--- src/hdl/prrs_pkg.sv ---
// Package for the priority round-robin scheduler: operation codes, controller
// states and the command and status bundles between controller and datapath.
// No dependencies.
`timescale 1ns / 1ps

package prrs_pkg;

    // Fixed field widths of one request and one response beat.
    localparam int ID_W   = 6;
    localparam int PRIO_W = 3;
    localparam int KIND_W = 2;

    typedef logic [ID_W-1:0] t_id;

    // Operation carried by a request beat.
    typedef enum logic [KIND_W-1:0] {
        KIND_ADD     = 2'd0,
        KIND_FORCE   = 2'd1,
        KIND_GET     = 2'd2,
        KIND_UNREADY = 2'd3
    } t_kind;

    // Controller states.
    typedef enum logic [2:0] {
        ST_CLEAR,
        ST_IDLE,
        ST_EXEC,
        ST_FIND,
        ST_POP,
        ST_PROBE,
        ST_CHECK,
        ST_DONE
    } t_state;

    // Commands from the controller to the datapath.
    typedef struct packed {
        logic cap;    // capture the request beat
        logic clr;    // write one ready-flag entry of the clearing pass
        logic exec;   // carry out add, force, mark-not-ready or a forced grant
        logic find;   // latch the highest non-empty level
        logic pop;    // read the head entry of that level and pop it
        logic probe;  // latch the popped handle and read its ready flag
        logic check;  // grant the popped handle if it is still ready
        logic emit;   // load the response register
    } t_cmd;

    // Status from the datapath to the controller.
    typedef struct packed {
        logic clr_done;     // last entry of the clearing pass is being written
        logic is_get;       // the captured request is a get-next
        logic forced_pend;  // a forced grant is pending
        logic map_empty;    // no level holds an entry
        logic hit;          // the popped handle is ready
        logic can_emit;     // the response register is free this cycle
    } t_sts;

endpackage

--- src/hdl/prrs_if.sv ---
// Valid/ready channel interfaces for the request and response beats of the
// scheduler. Depends on prrs_pkg.
`timescale 1ns / 1ps

// Request channel: operation, process handle and priority level.
interface prrs_in_if import prrs_pkg::*; ();
    logic                valid;
    logic                ready;
    logic [KIND_W-1:0]   kind;
    t_id                 process_id;
    logic [PRIO_W-1:0]   priority_req;

    modport source (output valid, kind, process_id, priority_req, input ready);
    modport sink   (input valid, kind, process_id, priority_req, output ready);
endinterface

// Response channel: success flag and grant.
interface prrs_out_if import prrs_pkg::*; ();
    logic valid;
    logic ready;
    logic accepted;
    logic grant_valid;
    t_id  grant_id;

    modport source (output valid, accepted, grant_valid, grant_id, input ready);
    modport sink   (input valid, accepted, grant_valid, grant_id, output ready);
endinterface

--- src/hdl/prrs_ram.sv ---
// Generic single-write, single-read RAM with a registered read port.
// No dependencies.
`timescale 1ns / 1ps

module prrs_ram #(
    parameter int WIDTH = 8,
    parameter int DEPTH = 16,
    localparam int AW = $clog2(DEPTH)
) (
    input  logic             i_clk,
    input  logic             i_we,
    input  logic [AW-1:0]    i_waddr,
    input  logic [WIDTH-1:0] i_wdata,
    input  logic             i_re,
    input  logic [AW-1:0]    i_raddr,
    output logic [WIDTH-1:0] o_rdata
);

    logic [WIDTH-1:0] r_mem [DEPTH];
    logic [WIDTH-1:0] r_rdata;

    // Write port.
    always_ff @(posedge i_clk) begin
        if (i_we) begin
            r_mem[i_waddr] <= i_wdata;
        end
    end

    // Registered read port.
    always_ff @(posedge i_clk) begin
        if (i_re) begin
            r_rdata <= r_mem[i_raddr];
        end
    end

    assign o_rdata = r_rdata;

endmodule

--- src/hdl/prrs_ctrl.sv ---
// Controller state machine of the scheduler: sequences the clearing pass,
// each operation and the ring pops of a get-next. Depends on prrs_pkg.
`timescale 1ns / 1ps

module prrs_ctrl import prrs_pkg::*; (
    input  logic i_clk,
    input  logic i_rst_n,
    input  logic i_in_valid,
    output logic o_in_ready,
    input  t_sts i_sts,
    output t_cmd o_cmd
);

    t_state r_state;
    t_state n_state;

    // State register.
    always_ff @(posedge i_clk) begin
        if (!i_rst_n) begin
            r_state <= ST_CLEAR;
        end else begin
            r_state <= n_state;
        end
    end

    // Next state.
    always_comb begin
        n_state = r_state;
        case (r_state)
            ST_CLEAR: begin
                if (i_sts.clr_done) n_state = ST_IDLE;
            end
            ST_IDLE: begin
                if (i_in_valid) n_state = ST_EXEC;
            end
            ST_EXEC: begin
                if (i_sts.is_get && !i_sts.forced_pend) n_state = ST_FIND;
                else n_state = ST_DONE;
            end
            ST_FIND: begin
                if (i_sts.map_empty) n_state = ST_DONE;
                else n_state = ST_POP;
            end
            ST_POP: begin
                n_state = ST_PROBE;
            end
            ST_PROBE: begin
                n_state = ST_CHECK;
            end
            ST_CHECK: begin
                // A stale entry sends the search back to the level search.
                if (i_sts.hit) n_state = ST_DONE;
                else n_state = ST_FIND;
            end
            ST_DONE: begin
                if (i_sts.can_emit) n_state = ST_IDLE;
            end
            default: begin
                n_state = ST_CLEAR;
            end
        endcase
    end

    // Outputs.
    always_comb begin
        o_cmd      = '0;
        o_in_ready = 1'b0;
        case (r_state)
            ST_CLEAR: o_cmd.clr = 1'b1;
            ST_IDLE: begin
                o_in_ready = 1'b1;
                o_cmd.cap  = i_in_valid;
            end
            ST_EXEC:  o_cmd.exec  = 1'b1;
            ST_FIND:  o_cmd.find  = 1'b1;
            ST_POP:   o_cmd.pop   = 1'b1;
            ST_PROBE: o_cmd.probe = 1'b1;
            ST_CHECK: o_cmd.check = 1'b1;
            ST_DONE:  o_cmd.emit  = i_sts.can_emit;
            default: begin
                o_cmd      = '0;
                o_in_ready = 1'b0;
            end
        endcase
    end

`ifndef SYNTH
    // Reset always restarts the clearing pass.
    a_reset_clears: assert property (@(posedge i_clk)
        !i_rst_n |=> r_state == ST_CLEAR)
        else $error("controller did not enter the clearing pass after reset");

    // An accepted beat is executed in the following cycle.
    a_accept_exec: assert property (@(posedge i_clk) disable iff (!i_rst_n)
        (i_in_valid && o_in_ready) |=> r_state == ST_EXEC)
        else $error("accepted beat was not executed");
`endif

endmodule

--- src/hdl/prrs_dp.sv ---
// Datapath of the scheduler: per-level ring pointers and counts, the
// non-empty bitmap, the forced grant, the ring and ready-flag memories and
// the response register. Depends on prrs_pkg, prrs_if and prrs_ram.
`timescale 1ns / 1ps

module prrs_dp import prrs_pkg::*; #(
    parameter int LEVELS     = 8,
    parameter int RING_DEPTH = 8,
    parameter int PROCESSES  = 64
) (
    input  logic              i_clk,
    input  logic              i_rst_n,
    input  t_cmd              i_cmd,
    output t_sts              o_sts,
    input  logic [KIND_W-1:0] i_kind,
    input  t_id               i_process_id,
    input  logic [PRIO_W-1:0] i_priority_req,
    prrs_out_if.source        o_rsp
);

    localparam int LW  = $clog2(LEVELS);
    localparam int HW  = $clog2(RING_DEPTH);
    localparam int CW  = $clog2(RING_DEPTH + 1);
    localparam int RAW = $clog2(LEVELS * RING_DEPTH);
    localparam int PW  = $clog2(PROCESSES);
    localparam logic [RAW-1:0] DEPTH_R = RAW'(RING_DEPTH);

    // Captured request.
    t_kind             r_kind;
    t_id               r_pid;
    logic [PRIO_W-1:0] r_prio;

    // Scheduler state.
    logic [HW-1:0]     r_head  [LEVELS];
    logic [HW-1:0]     r_tail  [LEVELS];
    logic [CW-1:0]     r_count [LEVELS];
    logic [LEVELS-1:0] r_map;
    logic              r_fvalid;
    t_id               r_fid;
    logic [PW-1:0]     r_clr_addr;

    // Search and result registers.
    logic [LW-1:0]     r_lvl;
    t_id               r_id;
    logic              r_id_ok;
    logic              r_acc;
    logic              r_gv;
    t_id               r_gid;
    logic              r_out_valid;
    logic              r_out_acc;
    logic              r_out_gv;
    t_id               r_out_gid;

    logic              pid_ok;
    logic              lvl_ok;
    logic              fid_ok;
    logic              rd_ok;
    logic [LW-1:0]     add_lvl;
    logic              add_room;
    logic              add_ok;
    logic [LW-1:0]     top_lvl;
    logic              can_emit;
    logic              hit;

    logic              ring_we;
    logic [RAW-1:0]    ring_waddr;
    logic [RAW-1:0]    ring_raddr;
    t_id               ring_rdata;

    logic              rdy_we;
    logic [PW-1:0]     rdy_waddr;
    logic [0:0]        rdy_wdata;
    logic [PW-1:0]     rdy_raddr;
    logic [0:0]        rdy_rdata;

    function automatic logic [HW-1:0] ring_adv(input logic [HW-1:0] pos);
        if (pos == HW'(RING_DEPTH - 1)) ring_adv = '0;
        else ring_adv = pos + 1'b1;
    endfunction

    // Range checks and the add decision.
    assign pid_ok   = 32'(r_pid) < PROCESSES;
    assign lvl_ok   = 32'(r_prio) < LEVELS;
    assign fid_ok   = 32'(r_fid) < PROCESSES;
    assign rd_ok    = 32'(ring_rdata) < PROCESSES;
    assign add_lvl  = LW'(r_prio);
    assign add_room = r_count[add_lvl] < CW'(RING_DEPTH);
    assign add_ok   = (r_kind == KIND_ADD) && pid_ok && lvl_ok && add_room;
    assign hit      = r_id_ok && rdy_rdata[0];
    assign can_emit = !r_out_valid || o_rsp.ready;

    // Highest set bit of the non-empty bitmap.
    always_comb begin
        top_lvl = '0;
        for (int i = 0; i < LEVELS; i++) begin
            if (r_map[i]) top_lvl = LW'(i);
        end
    end

    // Ring store: appended at the tail of the add level, read at the head
    // of the level being searched.
    assign ring_we    = i_cmd.exec && add_ok;
    assign ring_waddr = RAW'(add_lvl) * DEPTH_R + RAW'(r_tail[add_lvl]);
    assign ring_raddr = RAW'(r_lvl) * DEPTH_R + RAW'(r_head[r_lvl]);

    prrs_ram #(
        .WIDTH (ID_W),
        .DEPTH (LEVELS * RING_DEPTH)
    ) u_ring_ram (
        .i_clk   (i_clk),
        .i_we    (ring_we),
        .i_waddr (ring_waddr),
        .i_wdata (r_pid),
        .i_re    (i_cmd.pop),
        .i_raddr (ring_raddr),
        .o_rdata (ring_rdata)
    );

    // Ready-flag writes: clearing pass, request operations and grants.
    always_comb begin
        rdy_we    = 1'b0;
        rdy_waddr = r_clr_addr;
        rdy_wdata = 1'b0;
        if (i_cmd.clr) begin
            rdy_we = 1'b1;
        end else if (i_cmd.exec) begin
            case (r_kind)
                KIND_ADD, KIND_FORCE: begin
                    rdy_we    = pid_ok;
                    rdy_waddr = PW'(r_pid);
                    rdy_wdata = 1'b1;
                end
                KIND_UNREADY: begin
                    rdy_we    = pid_ok;
                    rdy_waddr = PW'(r_pid);
                end
                KIND_GET: begin
                    rdy_we    = r_fvalid && fid_ok;
                    rdy_waddr = PW'(r_fid);
                end
                default: begin
                    rdy_we = 1'b0;
                end
            endcase
        end else if (i_cmd.check) begin
            rdy_we    = hit;
            rdy_waddr = PW'(r_id);
        end
    end

    assign rdy_raddr = PW'(ring_rdata);

    prrs_ram #(
        .WIDTH (1),
        .DEPTH (PROCESSES)
    ) u_ready_ram (
        .i_clk   (i_clk),
        .i_we    (rdy_we),
        .i_waddr (rdy_waddr),
        .i_wdata (rdy_wdata),
        .i_re    (i_cmd.probe && rd_ok),
        .i_raddr (rdy_raddr),
        .o_rdata (rdy_rdata)
    );

    // Ring pointers, bitmap, forced grant, clearing counter and output valid.
    always_ff @(posedge i_clk) begin
        if (!i_rst_n) begin
            for (int i = 0; i < LEVELS; i++) begin
                r_head[i]  <= '0;
                r_tail[i]  <= '0;
                r_count[i] <= '0;
            end
            r_map       <= '0;
            r_fvalid    <= 1'b0;
            r_fid       <= '0;
            r_clr_addr  <= '0;
            r_out_valid <= 1'b0;
        end else begin
            if (i_cmd.clr) begin
                r_clr_addr <= r_clr_addr + 1'b1;
            end
            if (ring_we) begin
                r_tail[add_lvl]  <= ring_adv(r_tail[add_lvl]);
                r_count[add_lvl] <= r_count[add_lvl] + 1'b1;
                r_map[add_lvl]   <= 1'b1;
            end
            if (i_cmd.exec && r_kind == KIND_FORCE && pid_ok) begin
                r_fvalid <= 1'b1;
                r_fid    <= r_pid;
            end
            if (i_cmd.exec && r_kind == KIND_GET) begin
                r_fvalid <= 1'b0;
            end
            // A pop always consumes the head entry, stale or not.
            if (i_cmd.pop) begin
                r_head[r_lvl]  <= ring_adv(r_head[r_lvl]);
                r_count[r_lvl] <= r_count[r_lvl] - 1'b1;
                if (r_count[r_lvl] == CW'(1)) r_map[r_lvl] <= 1'b0;
            end
            if (i_cmd.emit) begin
                r_out_valid <= 1'b1;
            end else if (o_rsp.ready) begin
                r_out_valid <= 1'b0;
            end
        end
    end

    // Request capture, search state and result values.
    always_ff @(posedge i_clk) begin
        if (i_cmd.cap) begin
            r_kind <= t_kind'(i_kind);
            r_pid  <= i_process_id;
            r_prio <= i_priority_req;
            r_acc  <= 1'b0;
            r_gv   <= 1'b0;
            r_gid  <= '0;
        end
        if (i_cmd.exec) begin
            case (r_kind)
                KIND_ADD:     r_acc <= add_ok;
                KIND_FORCE:   r_acc <= pid_ok;
                KIND_UNREADY: r_acc <= pid_ok;
                KIND_GET: begin
                    if (r_fvalid) begin
                        r_acc <= 1'b1;
                        r_gv  <= 1'b1;
                        r_gid <= r_fid;
                    end
                end
                default: r_acc <= 1'b0;
            endcase
        end
        if (i_cmd.find) begin
            r_lvl <= top_lvl;
        end
        if (i_cmd.probe) begin
            r_id    <= ring_rdata;
            r_id_ok <= rd_ok;
        end
        if (i_cmd.check && hit) begin
            r_acc <= 1'b1;
            r_gv  <= 1'b1;
            r_gid <= r_id;
        end
        if (i_cmd.emit) begin
            r_out_acc <= r_acc;
            r_out_gv  <= r_gv;
            r_out_gid <= r_gid;
        end
    end

    // Status to the controller.
    always_comb begin
        o_sts.clr_done    = i_cmd.clr && (r_clr_addr == PW'(PROCESSES - 1));
        o_sts.is_get      = r_kind == KIND_GET;
        o_sts.forced_pend = r_fvalid;
        o_sts.map_empty   = r_map == '0;
        o_sts.hit         = hit;
        o_sts.can_emit    = can_emit;
    end

    // Response channel.
    assign o_rsp.valid       = r_out_valid;
    assign o_rsp.accepted    = r_out_acc;
    assign o_rsp.grant_valid = r_out_gv;
    assign o_rsp.grant_id    = r_out_gid;

`ifndef SYNTH
    // A pop only ever targets a level that holds entries.
    a_pop_nonempty: assert property (@(posedge i_clk) disable iff (!i_rst_n)
        i_cmd.pop |-> r_map[r_lvl] && (r_count[r_lvl] != '0))
        else $error("pop from an empty level");

    // A delivered grant is always reported as accepted.
    a_grant_accepted: assert property (@(posedge i_clk) disable iff (!i_rst_n)
        (r_out_valid && r_out_gv) |-> r_out_acc)
        else $error("grant without accepted flag");
`endif

endmodule

--- src/hdl/priority_round_robin_scheduler_unit.sv ---
// Top level of the priority round-robin scheduler: joins the controller,
// the datapath and the channel interfaces. Depends on prrs_pkg, prrs_if,
// prrs_ctrl and prrs_dp.
//
// Usage:
//   i_req carries one operation per beat: add a process to its level's ring,
//   force it as the next grant, get the next grant, or mark it not ready.
//   o_rsp returns exactly one beat per request with the accepted flag and,
//   for a get-next, the granted process handle.
//   Add, force, mark-not-ready and a forced get-next run the execute step
//   and then load the response. Any other get-next adds a level search, ring
//   read, ready-flag read and check per popped entry, repeating them for every
//   stale entry it skips and ending after a level search that finds no entry.
//   One request is in flight at a time; the next can be taken in the cycle
//   after the response register is loaded.
//   After reset the ready-flag memory is swept to zero, one entry a cycle,
//   over all PROCESSES entries; no request is accepted during the sweep.
//   When the receiver stalls, the response is held in its register and the
//   next request may already be accepted; its result waits until the
//   register is free.
`timescale 1ns / 1ps

module priority_round_robin_scheduler_unit import prrs_pkg::*; #(
    parameter int LEVELS     = 8,
    parameter int RING_DEPTH = 8,
    parameter int PROCESSES  = 64
) (
    input  logic        i_clk,
    input  logic        i_rst_n,
    prrs_in_if.sink     i_req,
    prrs_out_if.source  o_rsp
);

    t_cmd cmd;
    t_sts sts;
    logic in_ready;

    assign i_req.ready = in_ready;

    // Operation sequencing.
    prrs_ctrl u_ctrl (
        .i_clk      (i_clk),
        .i_rst_n    (i_rst_n),
        .i_in_valid (i_req.valid),
        .o_in_ready (in_ready),
        .i_sts      (sts),
        .o_cmd      (cmd)
    );

    // Scheduler state and memories.
    prrs_dp #(
        .LEVELS     (LEVELS),
        .RING_DEPTH (RING_DEPTH),
        .PROCESSES  (PROCESSES)
    ) u_dp (
        .i_clk          (i_clk),
        .i_rst_n        (i_rst_n),
        .i_cmd          (cmd),
        .o_sts          (sts),
        .i_kind         (i_req.kind),
        .i_process_id   (i_req.process_id),
        .i_priority_req (i_req.priority_req),
        .o_rsp          (o_rsp)
    );

endmodule

--- src/flat_wrapper.sv ---
// flat-port wrapper written by rule: the top's interface ports become plain ports
module priority_round_robin_scheduler_unit_flat import prrs_pkg::*;
#(
    parameter int LEVELS     = 8,
    parameter int RING_DEPTH = 8,
    parameter int PROCESSES  = 64
)
  (i_clk, i_rst_n, i_req_valid, i_req_kind, i_req_process_id, i_req_priority_req, i_req_ready, o_rsp_valid, o_rsp_accepted, o_rsp_grant_valid, o_rsp_grant_id, o_rsp_ready);
  prrs_in_if i_req_i ();
  prrs_out_if o_rsp_i ();
  input  logic i_clk;
  input  logic i_rst_n;
  input wire logic [$bits(i_req_i.valid)-1:0] i_req_valid;
  input wire logic [$bits(i_req_i.kind)-1:0] i_req_kind;
  input wire logic [$bits(i_req_i.process_id)-1:0] i_req_process_id;
  input wire logic [$bits(i_req_i.priority_req)-1:0] i_req_priority_req;
  output wire logic [$bits(i_req_i.ready)-1:0] i_req_ready;
  output wire logic [$bits(o_rsp_i.valid)-1:0] o_rsp_valid;
  output wire logic [$bits(o_rsp_i.accepted)-1:0] o_rsp_accepted;
  output wire logic [$bits(o_rsp_i.grant_valid)-1:0] o_rsp_grant_valid;
  output wire logic [$bits(o_rsp_i.grant_id)-1:0] o_rsp_grant_id;
  input wire logic [$bits(o_rsp_i.ready)-1:0] o_rsp_ready;
  assign i_req_i.valid = i_req_valid;
  assign i_req_i.kind = i_req_kind;
  assign i_req_i.process_id = i_req_process_id;
  assign i_req_i.priority_req = i_req_priority_req;
  assign i_req_ready = i_req_i.ready;
  assign o_rsp_valid = o_rsp_i.valid;
  assign o_rsp_accepted = o_rsp_i.accepted;
  assign o_rsp_grant_valid = o_rsp_i.grant_valid;
  assign o_rsp_grant_id = o_rsp_i.grant_id;
  assign o_rsp_i.ready = o_rsp_ready;
  priority_round_robin_scheduler_unit #(.LEVELS(LEVELS), .RING_DEPTH(RING_DEPTH), .PROCESSES(PROCESSES)) u_core (.i_clk(i_clk), .i_rst_n(i_rst_n), .i_req(i_req_i), .o_rsp(o_rsp_i));
endmodule
--- config.mk ---
export PLATFORM = sky130hd
export DESIGN_NAME = priority_round_robin_scheduler_unit_flat
export DESIGN_NICKNAME = d
export VERILOG_FILES = /design/src/hdl/prrs_pkg.sv /design/src/hdl/prrs_if.sv /design/src/hdl/prrs_ram.sv /design/src/hdl/prrs_ctrl.sv /design/src/hdl/prrs_dp.sv /design/src/hdl/priority_round_robin_scheduler_unit.sv /design/src/flat_wrapper.sv
export SDC_FILE = /design/constraint.sdc
export NUM_CORES = 1
export LEC_CHECK = 0
export BUFFER_PORTS_ARGS = -buffer_cell sky130_fd_sc_hd__buf_2
export CAP_MARGIN = 20
export CORE_AREA = 2 2 228 230
export CTS_CLUSTER_DIAMETER = 40
export DETAILED_ROUTE_END_ITERATION = 7
export DIE_AREA = 0 0 230 232
export HOLD_SLACK_MARGIN = 0.02
export PLACE_DENSITY = 0.73
export SKIP_LAST_GASP = 1
export SYNTH_ARGS = -nofsm -noshare
export SYNTH_HDL_FRONTEND = slang
export SYNTH_SLANG_ARGS = --single-unit
--- constraint.sdc ---
create_clock -name i_clk -period 3.9 [get_ports i_clk]
set_input_delay 0.78 -clock i_clk [delete_from_list [all_inputs] [get_ports i_clk]]
set_output_delay 0.78 -clock i_clk [all_outputs]
set_load 0.02 [all_outputs]
==> impl_results.md <==
* Antenna violations before repair at 0
* CTS max path bufs at 3
* Synth top area cells: edfxtp_1, nand2_1, nor2_1, mux4_2, nand3_1
* Vias in the first global route at between 15000 and 20000
* Clock Latency Late Sink at between 600 and 700 ps
* CP endpoint kind: flop
* Area leader, netlist: edfxtp_1
* Core ar. at 50900 um^2
* Critical Path Slowest Stage Cell: edfxtp_1
* GRT Total Usage at 0.238
* Syn Inst Count at around 1900
* Share of post-route cells with drive strength above 1 at 0.135
* Peak supply drop at between 300 and 400 uV
* Register bit total from synthesis at ~600
* Worst Hold Class: in2reg
* Number of I/O pins at 25
* Worst Path Required at between 4000 and 5000 ps
* Final Core Density at 0.559
* Mean area per synthesized cell at 13.1 um^2
* Placed cells at between 2000 and 3000
* Vias at 16200
* Post-CTS Resized at 0
* DRC violation count after routing at 0
* Gpl congestion at approximately 0.9
* CP top delay family: simple AND/OR/NAND/NOR gates
* Layout Nets at around 2000
* H-tree Lvls at 3
* Post-synth EDFFs at roughly 560
* Mapped Area at 25200 um^2
* Post-CTS setup buffers at 0
* Die Y at 232 um
* FP Rows at 83
* Dominant register cell in the synthesized netlist: edfxtp_1
* Dpl hpwl at about 40 mm
* Pin count of the biggest net entering global routing at 66
* Maxcap violations at 0
* Setup_tns at 0 ps
* Area fraction of the dominant cell type after synthesis at 0.672
* Hold buffers post-CTS at 0
* Most frequent cell after synthesis: edfxtp_1
* Worst Path Buf+Inv at 2
* Port Buffers at 24
* Clk root buf: clkbuf_16
* First-pass GRT wire length at 95.1 mm
* Crit path max fanout at 17
* Arrival @ worst endpoint at about 3800 ps
* ANT cells at 0
* Setup violations, final at 0
* Post-Route WL at roughly 63 mm
* Pins Over Slew Limit at 0
* Share of flip-flops with an asynchronous set or reset at 0
* Post-Layout Cell Count at approximately 2700
* Final ANT Viol Nets at 0
* Clock sinks at between 500 and 600
* Outcome: finished, final reports clean
* Crit Path Category: reg2reg
* PwrDens at 512 nW/um^2
* Leakage power at just under 10 nW
* Syn. warnings at 0
* Fin crit share at 0.875
* Tot Pwr at 14.6 mW
* Max incr delay on CP at 720 ps
* Hold Slack at between 300 and 400 ps
* Critical path startpoint category: flop
* Routed vias/inst at around 6.0
* CTS tree: done
* Synth cell types at 55
* Final Hold Fails at 0
* Die Span X at between 200 and 250 um
* Sequential area share after synthesis at 0.700
* Commonest cells post-synth: edfxtp_1, nand2_1, nor2_1
* Clock Skew at a little under 30 ps
* Area Growth Syn to Fin at 13.1%
* Fmax at between 0.2 and 0.3 GHz
* Worst-margin pin slew at 990 ps
* Wire per inst at about 23 um
* Reg clk slew, reported paths at 50 ps
* Overflow after GRT at 0
* CP cell instances: buf_4 -> and3_1 -> a22o_1 -> a221oi_1 -> and3_1 -> ha_1 -> xnor2_1 -> o21ai_1 -> buf_4 -> nor2_1
* RSZ-0062 raised after global routing: false
* Crit path time final at roughly 3400 ps
* Num CTS Buffers at 71
* Area of the die at about 53000 um^2
* Syn_nets at between 1500 and 2000
* Number of DRC markers in iteration 0 at between 2000 and 2500
* Starting Density at 0.495
* Max-Slew Margin vs Limit at 0.340
* DR pass1 iterations at 8
## logic make-up after synthesis
family	Yosys count	share of synthesized area
and+or+nand+nor	850	0.149
DFF	599	0.700
AOI/OAI and AO/OA	195	0.0501
muxes	130	0.0727
buffers and inverters	126	0.0210
xor gates and xnor gates	9	0.00313
adders and majority gates	7	0.00348
## routing by layer
metal	global-route usage	wire length [um]
met5	0	0
met4	0.0867	1990
met3	0.0499	5950
met2	0.392	30500
met1	0.312	24400
## worst reg2reg max path: stages, from the launching register on
cell and delay [ps]:
edfxtp_1 720, buf_4 260, and3_1 550, a22o_1 210, a221oi_1 50, and3_1 300, ha_1 240, xnor2_1 120
o21ai_1 400, buf_4 240, nor2_1 50
## metrics by stage
stage | worst slack, ps | cell area, um^2
global placement | 614 | 26200
detailed placement | 572 | 26200
CTS | 577 | 28500
finish | 487 | 28500
floorplan | 657 | 25200
global route | 327 | 28500
## power by group
part,leakage (nW),switching (mW),internal (mW),total [mW]
combinational,3.06,0.652,0.323,0.975
sequential,5.44,0.0814,7.12,7.20
clock,1.10,2.66,3.74,6.40
## worst paths after layout
check	start	endpoint	slack (ps)	cells after the start
worst max-delay path	u_core.u_dp.r_lvl[1]	u_core.u_dp.r_count[3][2]	490	10
worst min-delay path	i_req_process_id[4]	u_core.u_dp.r_pid[4]	360	1
worst max register to register	u_core.u_dp.r_lvl[1]	u_core.u_dp.r_count[3][2]	490	10
worst min register to register	u_core.u_dp.r_gid[5]	u_core.u_dp.o_rsp.grant_id[5]	440	0
## cell usage in the layout (no fill, tap or decap), drive strengths merged, types with 5 or more instances in the layout
master    instances
edfxtp          563
nand2           282
nor2            264
nand3           169
clkbuf           89
buf              72
mux2i            61
a211oi           50
a21oi            47
mux4             39
o21ai            37
dfxtp            36
nor2b            33
mux2             30
inv              30
nand4            19
clkinv           19
nand2b           16
nor3             16
and2             15
o22ai            14
or2              11
a21boi            9
o211ai            9
a22oi             8
and3              7
ha                7
a31oi             6
clkinvlp          6
xnor2             5
## registers in the layout, indices dropped and copies added (netlist names), 8 cells and up, named ones only
| register | cells |
|---|---|
| u_core.u_dp.r_map | 8 |
| u_core.u_dp.r_tail | 24 |
| u_core.u_dp.u_ready_ram.r_mem | 64 |
| u_core.u_dp.r_head | 24 |
| u_core.u_dp.r_count | 32 |
| u_core.u_dp.u_ring_ram.r_mem | 384 |
## layout make-up
type	instances	area, um^2
repair buffers	72	568
flip-flops and latches	599	17600
inverters	18	70.1
well taps	680	851
clock inverters	40	367
multi-input cells	1191	7060
clock buffers	89	1920
fillers	4022	22400
Note: power is estimated with default switching activity, not from simulation.
